===== config.mk =====
export PLATFORM = sky130hd
export DESIGN_NAME = sequential_list_engine
export DESIGN_NICKNAME = d
export VERILOG_FILES = /design/src/sle_pkg.sv /design/src/sle_mem.sv /design/src/sle_ctrl.sv /design/src/sequential_list_engine.sv
export SDC_FILE = /design/constraint.sdc
export NUM_CORES = 1
export LEC_CHECK = 0
export ABC_AREA = 1
export BUFFER_PORTS_ARGS = -buffer_cell sky130_fd_sc_hd__buf_2
export CORE_MARGIN = 2
export CORE_UTILIZATION = 65
export CTS_BUF_LIST = sky130_fd_sc_hd__clkbuf_8
export DETAILED_ROUTE_END_ITERATION = 6
export GPL_ROUTABILITY_DRIVEN = 1
export PLACE_DENSITY = 0.83
export SLEW_MARGIN = 5
export SYNTH_ARGS = -nofsm -noshare
export SYNTH_HDL_FRONTEND = slang
export SYNTH_SLANG_ARGS = --single-unit
export TNS_END_PERCENT = 10

===== constraint.sdc =====
create_clock -name i_clk -period 10.3 [get_ports i_clk]
set_input_delay 1.545 -clock i_clk [delete_from_list [all_inputs] [get_ports i_clk]]
set_output_delay 1.545 -clock i_clk [all_outputs]
set_load 0.1 [all_outputs]

===== src/sle_pkg.sv =====
// sle_pkg: shared types and constants of the sequential list engine
// operation codes, status codes, result record and default sizes
// no dependencies

package sle_pkg;

    localparam int DEPTH_DEFAULT = 64;

    localparam int CAP_W  = 7;
    localparam int OP_W   = 3;
    localparam int POS_W  = 7;
    localparam int VAL_W  = 8;
    localparam int STAT_W = 2;
    localparam int CNT_W  = 7;

    localparam logic [CAP_W-1:0] CAP_RESET = 7'd64;

    typedef enum logic [OP_W-1:0] {
        OP_INSERT = 3'd0,
        OP_DELETE = 3'd1,
        OP_GET    = 3'd2,
        OP_LOCATE = 3'd3,
        OP_CLEAR  = 3'd4
    } t_op;

    localparam logic [STAT_W-1:0] ST_OK       = 2'd0;
    localparam logic [STAT_W-1:0] ST_BAD      = 2'd1;
    localparam logic [STAT_W-1:0] ST_NOTFOUND = 2'd2;

    typedef struct packed {
        logic [STAT_W-1:0] status;
        logic [VAL_W-1:0]  read_value;
        logic [POS_W-1:0]  found_position;
        logic [CNT_W-1:0]  element_count;
        logic              is_empty;
        logic              is_full;
    } t_result;

endpackage


===== src/sle_mem.sv =====
// sle_mem: element store, one write port and one read port
// read data registered; contents undefined until written
// no dependencies

module sle_mem #(
    parameter int DEPTH = 64,
    parameter int AW    = 6
) (
    input  logic          i_clk,
    input  logic          i_we,
    input  logic [AW-1:0] i_waddr,
    input  logic [7:0]    i_wdata,
    input  logic          i_re,
    input  logic [AW-1:0] i_raddr,
    output logic [7:0]    o_rdata
);

    logic [7:0] r_mem [DEPTH];
    logic [7:0] r_rdata;

    always_ff @(posedge i_clk) begin
        if (i_we) begin
            r_mem[i_waddr] <= i_wdata;
        end
    end

    always_ff @(posedge i_clk) begin
        if (i_re) begin
            r_rdata <= r_mem[i_raddr];
        end
    end

    assign o_rdata = r_rdata;

endmodule


===== src/sle_ctrl.sv =====
// sle_ctrl: operation sequencer of the list engine
// walks the element store one entry a cycle for shifts and searches
// depends on sle_pkg; drives sle_mem

module sle_ctrl #(
    parameter int DEPTH = 64,
    parameter int AW    = 6
) (
    input  logic                        i_clk,
    input  logic                        i_rst_n,
    input  logic [sle_pkg::CAP_W-1:0]   i_cap,
    input  logic                        i_valid,
    output logic                        o_ready,
    input  logic [sle_pkg::OP_W-1:0]    i_op,
    input  logic [sle_pkg::POS_W-1:0]   i_pos,
    input  logic [sle_pkg::VAL_W-1:0]   i_val,
    output logic                        o_valid,
    input  logic                        i_ready,
    output sle_pkg::t_result            o_res,
    output logic                        o_we,
    output logic [AW-1:0]               o_waddr,
    output logic [7:0]                  o_wdata,
    output logic                        o_re,
    output logic [AW-1:0]               o_raddr,
    input  logic [7:0]                  i_rdata
);

    localparam int CW = $clog2(DEPTH + 1);
    localparam int XW = ((CW > sle_pkg::POS_W) ? CW : sle_pkg::POS_W) + 1;

    typedef enum logic [1:0] {
        S_IDLE,
        S_WALK,
        S_WRVAL,
        S_DONE
    } t_state;

    t_state                      r_state, n_state;
    logic [CW-1:0]               r_cnt, n_cnt;
    logic                        r_valid, n_valid;
    sle_pkg::t_result            r_res, n_res;
    sle_pkg::t_op                r_op, n_op;
    logic [XW-1:0]               r_pos, n_pos;
    logic [sle_pkg::VAL_W-1:0]   r_val, n_val;
    logic [XW-1:0]               r_idx, n_idx;
    logic [XW-1:0]               r_lim, n_lim;
    logic                        r_pv, n_pv;
    logic [AW-1:0]               r_pa, n_pa;
    logic                        r_hit, n_hit;
    logic [sle_pkg::STAT_W-1:0]  r_status, n_status;
    logic [sle_pkg::VAL_W-1:0]   r_rd, n_rd;
    logic [sle_pkg::POS_W-1:0]   r_found, n_found;

    logic [XW-1:0] cnt_x;
    logic [XW-1:0] pos_x;
    logic [XW-1:0] cap_x;
    logic [XW-1:0] cap_eff;
    logic          issue;

    assign o_ready = (r_state == S_IDLE);
    assign o_valid = r_valid;
    assign o_res   = r_res;

    always_comb begin
        cnt_x = XW'(r_cnt);
        pos_x = XW'(i_pos);
        cap_x = XW'(i_cap);
        if (cap_x == '0) begin
            cap_eff = XW'(1);
        end else if (cap_x > XW'(DEPTH)) begin
            cap_eff = XW'(DEPTH);
        end else begin
            cap_eff = cap_x;
        end
    end

    always_comb begin
        n_state  = r_state;
        n_cnt    = r_cnt;
        n_valid  = r_valid && !i_ready;
        n_res    = r_res;
        n_op     = r_op;
        n_pos    = r_pos;
        n_val    = r_val;
        n_idx    = r_idx;
        n_lim    = r_lim;
        n_pv     = 1'b0;
        n_pa     = r_pa;
        n_hit    = r_hit;
        n_status = r_status;
        n_rd     = r_rd;
        n_found  = r_found;
        o_we     = 1'b0;
        o_waddr  = '0;
        o_wdata  = '0;
        o_re     = 1'b0;
        o_raddr  = '0;
        issue    = 1'b0;

        unique case (r_state)
            S_IDLE: begin
                if (i_valid) begin
                    n_op     = sle_pkg::t_op'(i_op);
                    n_pos    = pos_x;
                    n_val    = i_val;
                    n_status = sle_pkg::ST_OK;
                    n_rd     = '0;
                    n_found  = '0;
                    n_hit    = 1'b0;
                    n_state  = S_WALK;
                    case (sle_pkg::t_op'(i_op))
                        sle_pkg::OP_INSERT: begin
                            n_idx = cnt_x;
                            if (pos_x == '0 || pos_x > cnt_x + XW'(1) || cnt_x >= cap_eff) begin
                                n_status = sle_pkg::ST_BAD;
                                n_state  = S_DONE;
                            end
                        end
                        sle_pkg::OP_DELETE: begin
                            n_idx = pos_x - XW'(1);
                            n_lim = cnt_x;
                            if (cnt_x == '0 || pos_x == '0 || pos_x > cnt_x) begin
                                n_status = sle_pkg::ST_BAD;
                                n_state  = S_DONE;
                            end
                        end
                        sle_pkg::OP_GET: begin
                            n_idx = pos_x - XW'(1);
                            n_lim = pos_x;
                            if (pos_x == '0 || pos_x > cnt_x) begin
                                n_status = sle_pkg::ST_BAD;
                                n_state  = S_DONE;
                            end
                        end
                        sle_pkg::OP_LOCATE: begin
                            n_idx    = '0;
                            n_lim    = cnt_x;
                            n_status = sle_pkg::ST_NOTFOUND;
                            if (cnt_x == '0) begin
                                n_state = S_DONE;
                            end
                        end
                        sle_pkg::OP_CLEAR: begin
                            n_cnt   = '0;
                            n_state = S_DONE;
                        end
                        default: begin
                            n_status = sle_pkg::ST_BAD;
                            n_state  = S_DONE;
                        end
                    endcase
                end
            end
            S_WALK: begin
                // issue the next read of the walk
                if (r_op == sle_pkg::OP_INSERT) begin
                    issue   = (r_idx >= r_pos);
                    o_raddr = AW'(r_idx - XW'(1));
                    n_idx   = r_idx - XW'(1);
                end else begin
                    issue   = (r_idx < r_lim) && !r_hit;
                    o_raddr = AW'(r_idx);
                    n_idx   = r_idx + XW'(1);
                end
                o_re = issue;
                n_pv = issue;
                n_pa = o_raddr;
                if (!issue) begin
                    n_idx = r_idx;
                end

                // consume the data of the previous read
                if (r_pv) begin
                    case (r_op)
                        sle_pkg::OP_INSERT: begin
                            o_we    = 1'b1;
                            o_waddr = r_pa + AW'(1);
                            o_wdata = i_rdata;
                        end
                        sle_pkg::OP_DELETE: begin
                            if (r_pa == AW'(r_pos - XW'(1))) begin
                                n_rd = i_rdata;
                            end else begin
                                o_we    = 1'b1;
                                o_waddr = r_pa - AW'(1);
                                o_wdata = i_rdata;
                            end
                        end
                        sle_pkg::OP_GET: begin
                            n_rd = i_rdata;
                        end
                        sle_pkg::OP_LOCATE: begin
                            if (!r_hit && i_rdata == r_val) begin
                                n_hit    = 1'b1;
                                n_status = sle_pkg::ST_OK;
                                n_found  = sle_pkg::POS_W'(XW'(r_pa) + XW'(1));
                            end
                        end
                        default: begin
                        end
                    endcase
                end

                if (!issue) begin
                    if (r_op == sle_pkg::OP_INSERT) begin
                        n_state = S_WRVAL;
                    end else begin
                        if (r_op == sle_pkg::OP_DELETE) begin
                            n_cnt = r_cnt - CW'(1);
                        end
                        n_state = S_DONE;
                    end
                end
            end
            S_WRVAL: begin
                o_we    = 1'b1;
                o_waddr = AW'(r_pos - XW'(1));
                o_wdata = r_val;
                n_cnt   = r_cnt + CW'(1);
                n_state = S_DONE;
            end
            S_DONE: begin
                if (!n_valid) begin
                    n_valid              = 1'b1;
                    n_res.status         = r_status;
                    n_res.read_value     = r_rd;
                    n_res.found_position = r_found;
                    n_res.element_count  = sle_pkg::CNT_W'(cnt_x);
                    n_res.is_empty       = (r_cnt == '0);
                    n_res.is_full        = (cnt_x >= cap_eff);
                    n_state              = S_IDLE;
                end
            end
            default: begin
                n_state = S_IDLE;
            end
        endcase
    end

    always_ff @(posedge i_clk) begin
        if (!i_rst_n) begin
            r_state <= S_IDLE;
            r_cnt   <= '0;
            r_valid <= 1'b0;
            r_pv    <= 1'b0;
        end else begin
            r_state <= n_state;
            r_cnt   <= n_cnt;
            r_valid <= n_valid;
            r_pv    <= n_pv;
        end
        r_res    <= n_res;
        r_op     <= n_op;
        r_pos    <= n_pos;
        r_val    <= n_val;
        r_idx    <= n_idx;
        r_lim    <= n_lim;
        r_pa     <= n_pa;
        r_hit    <= n_hit;
        r_status <= n_status;
        r_rd     <= n_rd;
        r_found  <= n_found;
    end

endmodule


===== src/sequential_list_engine.sv =====
// sequential_list_engine: ordered byte list with insert, delete, get, locate, clear
// one item in flight; insert, delete and locate walk the store one entry a cycle
// through its single read port and get reads one entry; result held in an output register
// reset: count 0, capacity 64, store contents undefined and never cleared
// depends on sle_pkg, sle_mem, sle_ctrl

module sequential_list_engine #(
    parameter int DEPTH = sle_pkg::DEPTH_DEFAULT
) (
    input  logic        i_clk,
    input  logic        i_rst_n,
    input  logic        i_cfg_we,
    input  logic [6:0]  i_cfg_wdata,     // capacity
    input  logic        i_s_axis_tvalid,
    output logic        o_s_axis_tready,
    input  logic [23:0] i_s_axis_tdata,  // operation, position, value
    output logic        o_m_axis_tvalid,
    input  logic        i_m_axis_tready,
    output logic [31:0] o_m_axis_tdata   // status, read_value, found_position,
                                         // element_count, is_empty, is_full
);

    localparam int AW = (DEPTH > 1) ? $clog2(DEPTH) : 1;

    logic [sle_pkg::CAP_W-1:0] r_cap;
    sle_pkg::t_result          res;
    logic                      we;
    logic [AW-1:0]             waddr;
    logic [7:0]                wdata;
    logic                      re;
    logic [AW-1:0]             raddr;
    logic [7:0]                rdata;

    always_ff @(posedge i_clk) begin
        if (!i_rst_n) begin
            r_cap <= sle_pkg::CAP_RESET;
        end else if (i_cfg_we) begin
            r_cap <= i_cfg_wdata;
        end
    end

    sle_ctrl #(
        .DEPTH (DEPTH),
        .AW    (AW)
    ) u_ctrl (
        .i_clk   (i_clk),
        .i_rst_n (i_rst_n),
        .i_cap   (r_cap),
        .i_valid (i_s_axis_tvalid),
        .o_ready (o_s_axis_tready),
        .i_op    (i_s_axis_tdata[2:0]),
        .i_pos   (i_s_axis_tdata[9:3]),
        .i_val   (i_s_axis_tdata[17:10]),
        .o_valid (o_m_axis_tvalid),
        .i_ready (i_m_axis_tready),
        .o_res   (res),
        .o_we    (we),
        .o_waddr (waddr),
        .o_wdata (wdata),
        .o_re    (re),
        .o_raddr (raddr),
        .i_rdata (rdata)
    );

    sle_mem #(
        .DEPTH (DEPTH),
        .AW    (AW)
    ) u_mem (
        .i_clk   (i_clk),
        .i_we    (we),
        .i_waddr (waddr),
        .i_wdata (wdata),
        .i_re    (re),
        .i_raddr (raddr),
        .o_rdata (rdata)
    );

    assign o_m_axis_tdata = {6'd0, res.is_full, res.is_empty, res.element_count,
                             res.found_position, res.read_value, res.status};

endmodule


## Word level (Yosys, flattened, before mapping)

Memories as Yosys holds them, arrays and structs flattened. A register that Yosys moved wholly into a read port is not among the register bits.
Index checks and enable logic that the tools add are counted.

| storage, ports and cells | value |
|---|---|
| memories kept | 1 |
| bits in writable memories | 512 |
| output and inout bits | 34 |
| flip-flop bits (word level) | 102 |

Memory list:

| name | depth | bits a word | read ports | clocked after Yosys merged registers in | wr ports | RTL line | source |
|---|---|---|---|---|---|---|---|
| u_mem.r_mem | 64 | 8 | 1 | 1 | 1 | sle_mem.sv:18 | `logic [7:0] r_mem [DEPTH];` |

| operators by class | value |
|---|---|
| magnitude comparators | 6 |
| add/sub/neg operators | 10 |
| reductions and logical operators | 30 |
| mux-type cells | 68 |
| bitwise logic cells | 1 |
| equality and inequality tests | 25 |

Operators with widths:

| operator | number |
|---|---|
| $pmux 8 s2 | 6 |
| $mux 8 | 9 |
| $mux 7 | 10 |
| $mux 6 | 4 |
| $pmux 6 s2 | 2 |
| $pmux 8 s3 | 1 |
| $mux 2 | 11 |
| $pmux 7 s3 | 1 |
| $logic_not 8->1 | 2 |
| $mux 1 | 16 |
| $pmux 2 s4 | 2 |
| $logic_not 7->1 | 2 |
| $pmux 7 s2 | 1 |
| $eq 3x2->1 const B | 4 |
| $sub 6x1->6 const B | 2 |
| $ne 2x1->1 const B | 5 |
| $ne 2x2->1 const B | 5 |
| $pmux 2 s5 | 1 |
| $reduce_and 5->1 | 2 |
| $add 7x1->8 const B | 1 |
| $add 8x1->8 const B | 1 |
| $eq 8x8->1 | 1 |
| $ge 7x8->1 | 1 |
| $ge 8x7->1 | 1 |
| 32 further kinds | 49 |

## Longest topological paths before layout

| depth | value |
|---|---|
| word-level depth | 9 |
| mapped depth | 18 |
| gate-level depth less buffers | 18 |

## Hierarchy

From an unflattened synthesis, not the netlist that was laid out.

| unflattened totals | value |
|---|---|
| cells, all modules | 2,585 |
| area total of the unflattened synthesis | 27,849.2 um2 |

Modules (own cells, without submodules):

| module | seq. area each (um2) | area an instance (um2) | cells each | times used |
|---|---|---|---|---|
| sle_mem | 15,615.0 | 21,360.5 | 1,806 | 1 |
| sle_ctrl | 2,712.6 | 6,159.7 | 730 | 1 |
| sequential_list_engine | 140.1 | 329.1 | 49 | 1 |

## Worst setup path after synthesis

No wires, ideal clock.

| timing path | value |
|---|---|
| path kind | reg2reg |
| start point | register u_ctrl.r_pos[0] |
| end point | memory u_mem.r_mem[0][0] (data pin) |
| path slack | 6.420 ns |
| required time | 9.752 ns |
| setup time | 0.548 ns |
| arrival | 3.332 ns |
| period minus slack after synthesis | 3.880 ns |
| cell stages (with the launch flop) | 15 |
| path buffers | 0 |
| path through | edfxtp_1 inv_1 ha_1 inv_1 nand2_1 nand3_1 nand2_1 nor2_1 nand2_1 nor2_1 nand2_1 nand2_2 nand2_2 nand3_1 a21oi_1 |

| between the ends | value |
|---|---|
| longest elaborated chain between the ends | 6 |

RTL lines:

| what | RTL line | source |
|---|---|---|
| start, declared | sle_ctrl.sv:43 | `logic [XW-1:0] r_pos, n_pos;` |
| start signal, assigned | sle_ctrl.sv:254 | `r_pos <= n_pos;` |
| $sub 6x1->6 | sle_ctrl.sv:181 | `if (r_pa == AW'(r_pos - XW'(1))) begin` |
| $eq 6x6->1 | sle_ctrl.sv:181 |  |
| $mux 8 | sle_ctrl.sv:181 |  |
| $pmux 8 s2 | sle_ctrl.sv:174 | `case (r_op)` |
| $mux 8 | sle_ctrl.sv:173 | `if (r_pv) begin` |
| $pmux 8 s2 | sle_ctrl.sv:100 | `unique case (r_state)` |
| net u_ctrl.o_wdata[0] | sle_ctrl.sv:22 | `output logic [7:0] o_wdata,` |
| end, declared | sle_mem.sv:18 |  |

The timed path passes the listed nets, and every way through them passes these cells.

## Worst setup path in the final report

| timing path | value |
|---|---|
| start point | register u_ctrl.r_op[2] |
| end point | register u_mem.r_rdata[7], in the netlist u_mem.o_rdata[7] (read register of u_mem.r_mem) (data pin) |

| between the ends | value |
|---|---|
| longest elaborated chain between the ends | 4 |

RTL lines:

| what | RTL line | source |
|---|---|---|
| start, declared | sle_ctrl.sv:42 | `sle_pkg::t_op r_op, n_op;` |
| start signal, assigned | sle_ctrl.sv:253 | `r_op <= n_op;` |
| $logic_not 3->1 (*) | sle_ctrl.sv:156 | `if (r_op == sle_pkg::OP_INSERT) begin` |
| $mux 1 | sle_ctrl.sv:156 |  |
| $mux 1 | sle_ctrl.sv:100 |  |
| $mux 1 | -- |  |
| end, declared | sle_mem.sv:19 | `logic [7:0] r_rdata;` |

Every way passes the cells marked *; elsewhere a longest branch is shown, timed or not. The select of a mux whose other input is x is not followed.
A chain may end at the register's enable or synchronous reset.

==> flow_summary_export.csv <==
group,metric,value,unit
cells_and_area,fin_area,29900,sq um
setup_path,cp_max_fo,163,
die,die_area,43900,sq um
setup_path,end_kind,"flop",
power,finalPower,7470,uW
cells_and_area,multi_input_area,8100,sq um
power,swShare,37.3,%
synthesis,avgSynthCellArea,12.1,sq um
timing,fin_setup_tns,0,ps
detailed_routing,drt_iter0_markers,2615,
status,status,"finished clean",
setup_path,critPathArrivalTime,5380,ps
timing,whs,417,ps
cells_and_area,synthToLayoutAreaGrowth,8.86,%
detailed_routing,wire_per_inst,22.3,um
global_routing,grt_pass1_wl,101,mm
placement,gp_congestion,0.920,
cells_and_area,drive_above_1_share,11.6,%
synthesis,yosysSeqAreaShare,67.2,%
die,die_w,210,um
cts,clkLatencyLatePin,690,ps
timing,relSlewSlack,19.1,%
synthesis,synth_edf_count,603,
cts,cts_htree_levels,3,
timing,fin_worst_skew,29.3,ps
synthesis,synth_cell_type_count,52,
cts,cts_inserted_buffers,96,
setup_path,required,10710,ps
flow_run,drv_cap,0,
setup_path,crit_type,"reg -> reg",
timing,period_share,48.3,%
placement,post_dp_cell_area,28200,sq um
global_routing,grt_pass1_vias,18300,
setup_path,reg2reg_depth,14,
timing,period_minus_slack,4970,ps
setup_path,rr_startpoint,"u_ctrl.r_op[2]",
die,core_region_area,41900,sq um
die,fp-row-count,75,
power,leakage,0.0103,uW
power,internal_power,4680,uW
die,start_util,65.7,%
synthesis,syn_area,27500,sq um
detailed_routing,drcViolationCount,0,
placement,dp_hpwl,39.4,mm
detailed_routing,viasPerCell,6.34,
cells_and_area,antenna_cells,0,
synthesis,yosys_most_used_dff,"edfxtp_1",
timing,fmax,201,MHz
detailed_routing,drt_pass1_iterations,6,
hold_path,min_from,"u_ctrl.r_found[6]",
detailed_routing,ant_nets,0,
timing,finalSetupViolCount,0,
power,netSwitchingPower,2790,uW
setup_path,reg2reg_slack,5330,ps
placement,portBuffers,57,
cells_and_area,seqCellArea,18500,sq um
power,p_seq_share,43.2,%
timing,tightest_slew,1210,ps
hold_path,worstHoldEndpoint,"u_ctrl.o_res[15]",
global_routing,gr-total-overflow,0,
cts,clock-root-buffer,"clkbuf_8",
synthesis,yosys_warnings,0,
global_routing,antenna_found_initial,0,
cts,cts_setup_buffers,0,
cts,cts_hold_buf,0,
detailed_routing,drt-total-wl,65.6,mm
setup_path,start_kind,"flop",
cts,clock_sinks,621,
synthesis,yosys_register_bits,621,
power,power.clock.fraction,25.1,%
hold_path,hold-path-cell-count,0,
timing,finalMaxSlewViolations,0,
power,peakVddDrop,0.000199,V
cts,clock_path_buffers,3,
global_routing,grt_start_max_net_pins,218,
cells_and_area,fin_nets,2421,
detailed_routing,num_vias,18600,
timing,hold_viol,0,
cts,ctsResizeCount,0,
synthesis,synthesis.instances,2276,
hold_path,hp-class,"reg -> reg",
cts,clk_pin_slew,60,ps
power,power_density,250,nW/um^2
die,die_y,210,um
synthesis,synthArstFlopShare,0,%
setup_path,r2r-end,"u_mem.o_rdata[7]",
cells_and_area,fill_cells,2764,
die,boundaryPins,70,
cts,cts_tree,"yes",
global_routing,track_usage,30.1,%
power,combPwrFrac,31.7,%
timing,grt_setup_unrepaired,"false",
==> critical path: stages (launching register included) <==
cell and delay (ps):
edfxtp_1 400, inv_2 110, nand2_2 100, nor2_4 330
nand2_2 140, nand2_2 900, nand2_8 740, buf_4 630
or2_2 390, o211ai_1 80, nand3_1 160, nand3_1 160
nand3_1 220, nand3_1 150, nand2_1 80
==> how the worst max path moves through the flow <==
stage	slack [ps]	end	from
final	5330	u_mem.o_rdata[7]	u_ctrl.r_op[2]
after global routing	5110	u_mem.o_rdata[7]	u_ctrl.r_op[2]
after CTS	5460	u_mem.o_rdata[7]	u_ctrl.r_op[2]
after detailed placement	5480	u_mem.o_rdata[7]	u_ctrl.r_op[2]
after global placement	5580	u_mem.o_rdata[7]	u_ctrl.r_op[2]
after floorplan	6420	u_mem.r_mem[0][0]	u_ctrl.r_pos[0]
==> power groups by stage <==
stage / logic, uW / clock network, uW / registers (uW)
after global placement: 2230 / 0 / 3260
after CTS: 2330 / 1890 / 3220
final: 2370 / 1870 / 3220
after detailed placement: 2310 / 0 / 3270
after global routing: 2560 / 1980 / 3240
after floorplan: 1500 / 0 / 3380
==> registers in the layout, summed over array words and instances (netlist names), 2 cells and up <==
name / count
u_ctrl.r_pos: 7
u_ctrl.r_cnt: 7
u_ctrl.r_op: 3
u_ctrl.r_state: 2
u_ctrl.r_idx: 8
u_mem.o_rdata: 8
u_mem.r_mem: 512
u_ctrl.r_rd: 8
u_ctrl.o_res: 26
u_ctrl.r_lim: 7
u_ctrl.r_pa: 6
u_ctrl.r_found: 7
u_ctrl.r_val: 8
r_cap: 7
u_ctrl.r_status: 2
==> area by class of cell <==
cell class	instances	share of cell area, %
sequential	621	61.7
clock buffer	99	4.56
timing repair buffer	77	1.50
tap	539	2.25
multi-input combinational	1405	27.1
clock inverter	64	1.20
inverter	132	1.66
==> cell families after synthesis <==
logic type | after synthesis | synth area share (%)
XOR/XNOR | 25 | 0.847
other | 1 | 0.0136
AND/OR/NAND/NOR | 924 | 16.1
buffers and inverters | 255 | 3.85
flip-flops | 621 | 67.2
adder cells (fa/ha/maj) | 52 | 2.40
AO/OA/AOI/OAI | 398 | 9.55
==> placed cells by master, fill, tap and decap left out, types with 3 or more instances in the layout <==
| master | synthesis | layout |
|---|---|---|
| buf_2 | 32 | 57 |
| o211ai_1 | 213 | 213 |
| nor2_1 | 212 | 212 |
| nand3_1 | 282 | 282 |
| or2_1 | 47 | 47 |
| a21oi_4 | 0 | 9 |
| a21oi_1 | 60 | 50 |
| buf_4 | 10 | 19 |
| inv_1 | 123 | 152 |
| or2_2 | 49 | 49 |
| dfxtp_1 | 18 | 18 |
| o221ai_1 | 3 | 3 |
| a211oi_1 | 3 | 3 |
| a21o_1 | 6 | 6 |
| o21ai_0 | 85 | 85 |
| edfxtp_1 | 603 | 603 |
| clkbuf_8 | 0 | 99 |
| nand2_1 | 184 | 183 |
| clkinv_2 | 0 | 8 |
| a31oi_1 | 3 | 3 |
| o21ai_1 | 4 | 4 |
| a22oi_1 | 4 | 4 |
| clkinv_1 | 2 | 19 |
| conb_1 | 1 | 6 |
| ha_1 | 51 | 50 |
| inv_2 | 7 | 7 |
| nand4_1 | 13 | 13 |
| nor3_1 | 19 | 19 |
| xor2_1 | 22 | 22 |
| or2_0 | 100 | 100 |
| nand2_2 | 7 | 6 |
| inv_6 | 0 | 3 |
| nor4_1 | 4 | 3 |
==> synthesized netlist by cell type, types with 47 or more instances <==
cell	count	area share (%)
ha_1	51	2.3
nand2_1	184	2.5
edfxtp_1	603	66
inv_1	123	1.7
o21ai_0	85	1.5
nor2_1	212	2.9
a21oi_1	60	1.1
o211ai_1	213	5.8
or2_1	47	1.1
nand3_1	282	5.1
or2_2	49	1.1
clkbuf_1	64	0.87
or2_0	100	2.3
==> per-layer routing <==
metal	wire length (um)	vias to the layer above	track usage, %	share of wire [%]
met1	25300	8986	41.2	39
met4	2470	0	12.7	3.8
li1	-	8421	-	-
met2	30900	1056	47.5	47
met3	6900	172	6.25	11
met5	0	-	0	0
==> stage by stage <==
stage / std cells / worst slack [ps] / util, %
2_1_floorplan: 2281 / 6420 / -
3_3_place_gp: 2774 / 5580 / 67.4
3_5_place_dp: 2774 / 5480 / 67.4
4_1_cts: 2937 / 5460 / 71.5
5_1_grt: 2937 / 5110 / 71.5
6_report: 2937 / 5330 / 71.5
(Power assumes the default switching activity.)
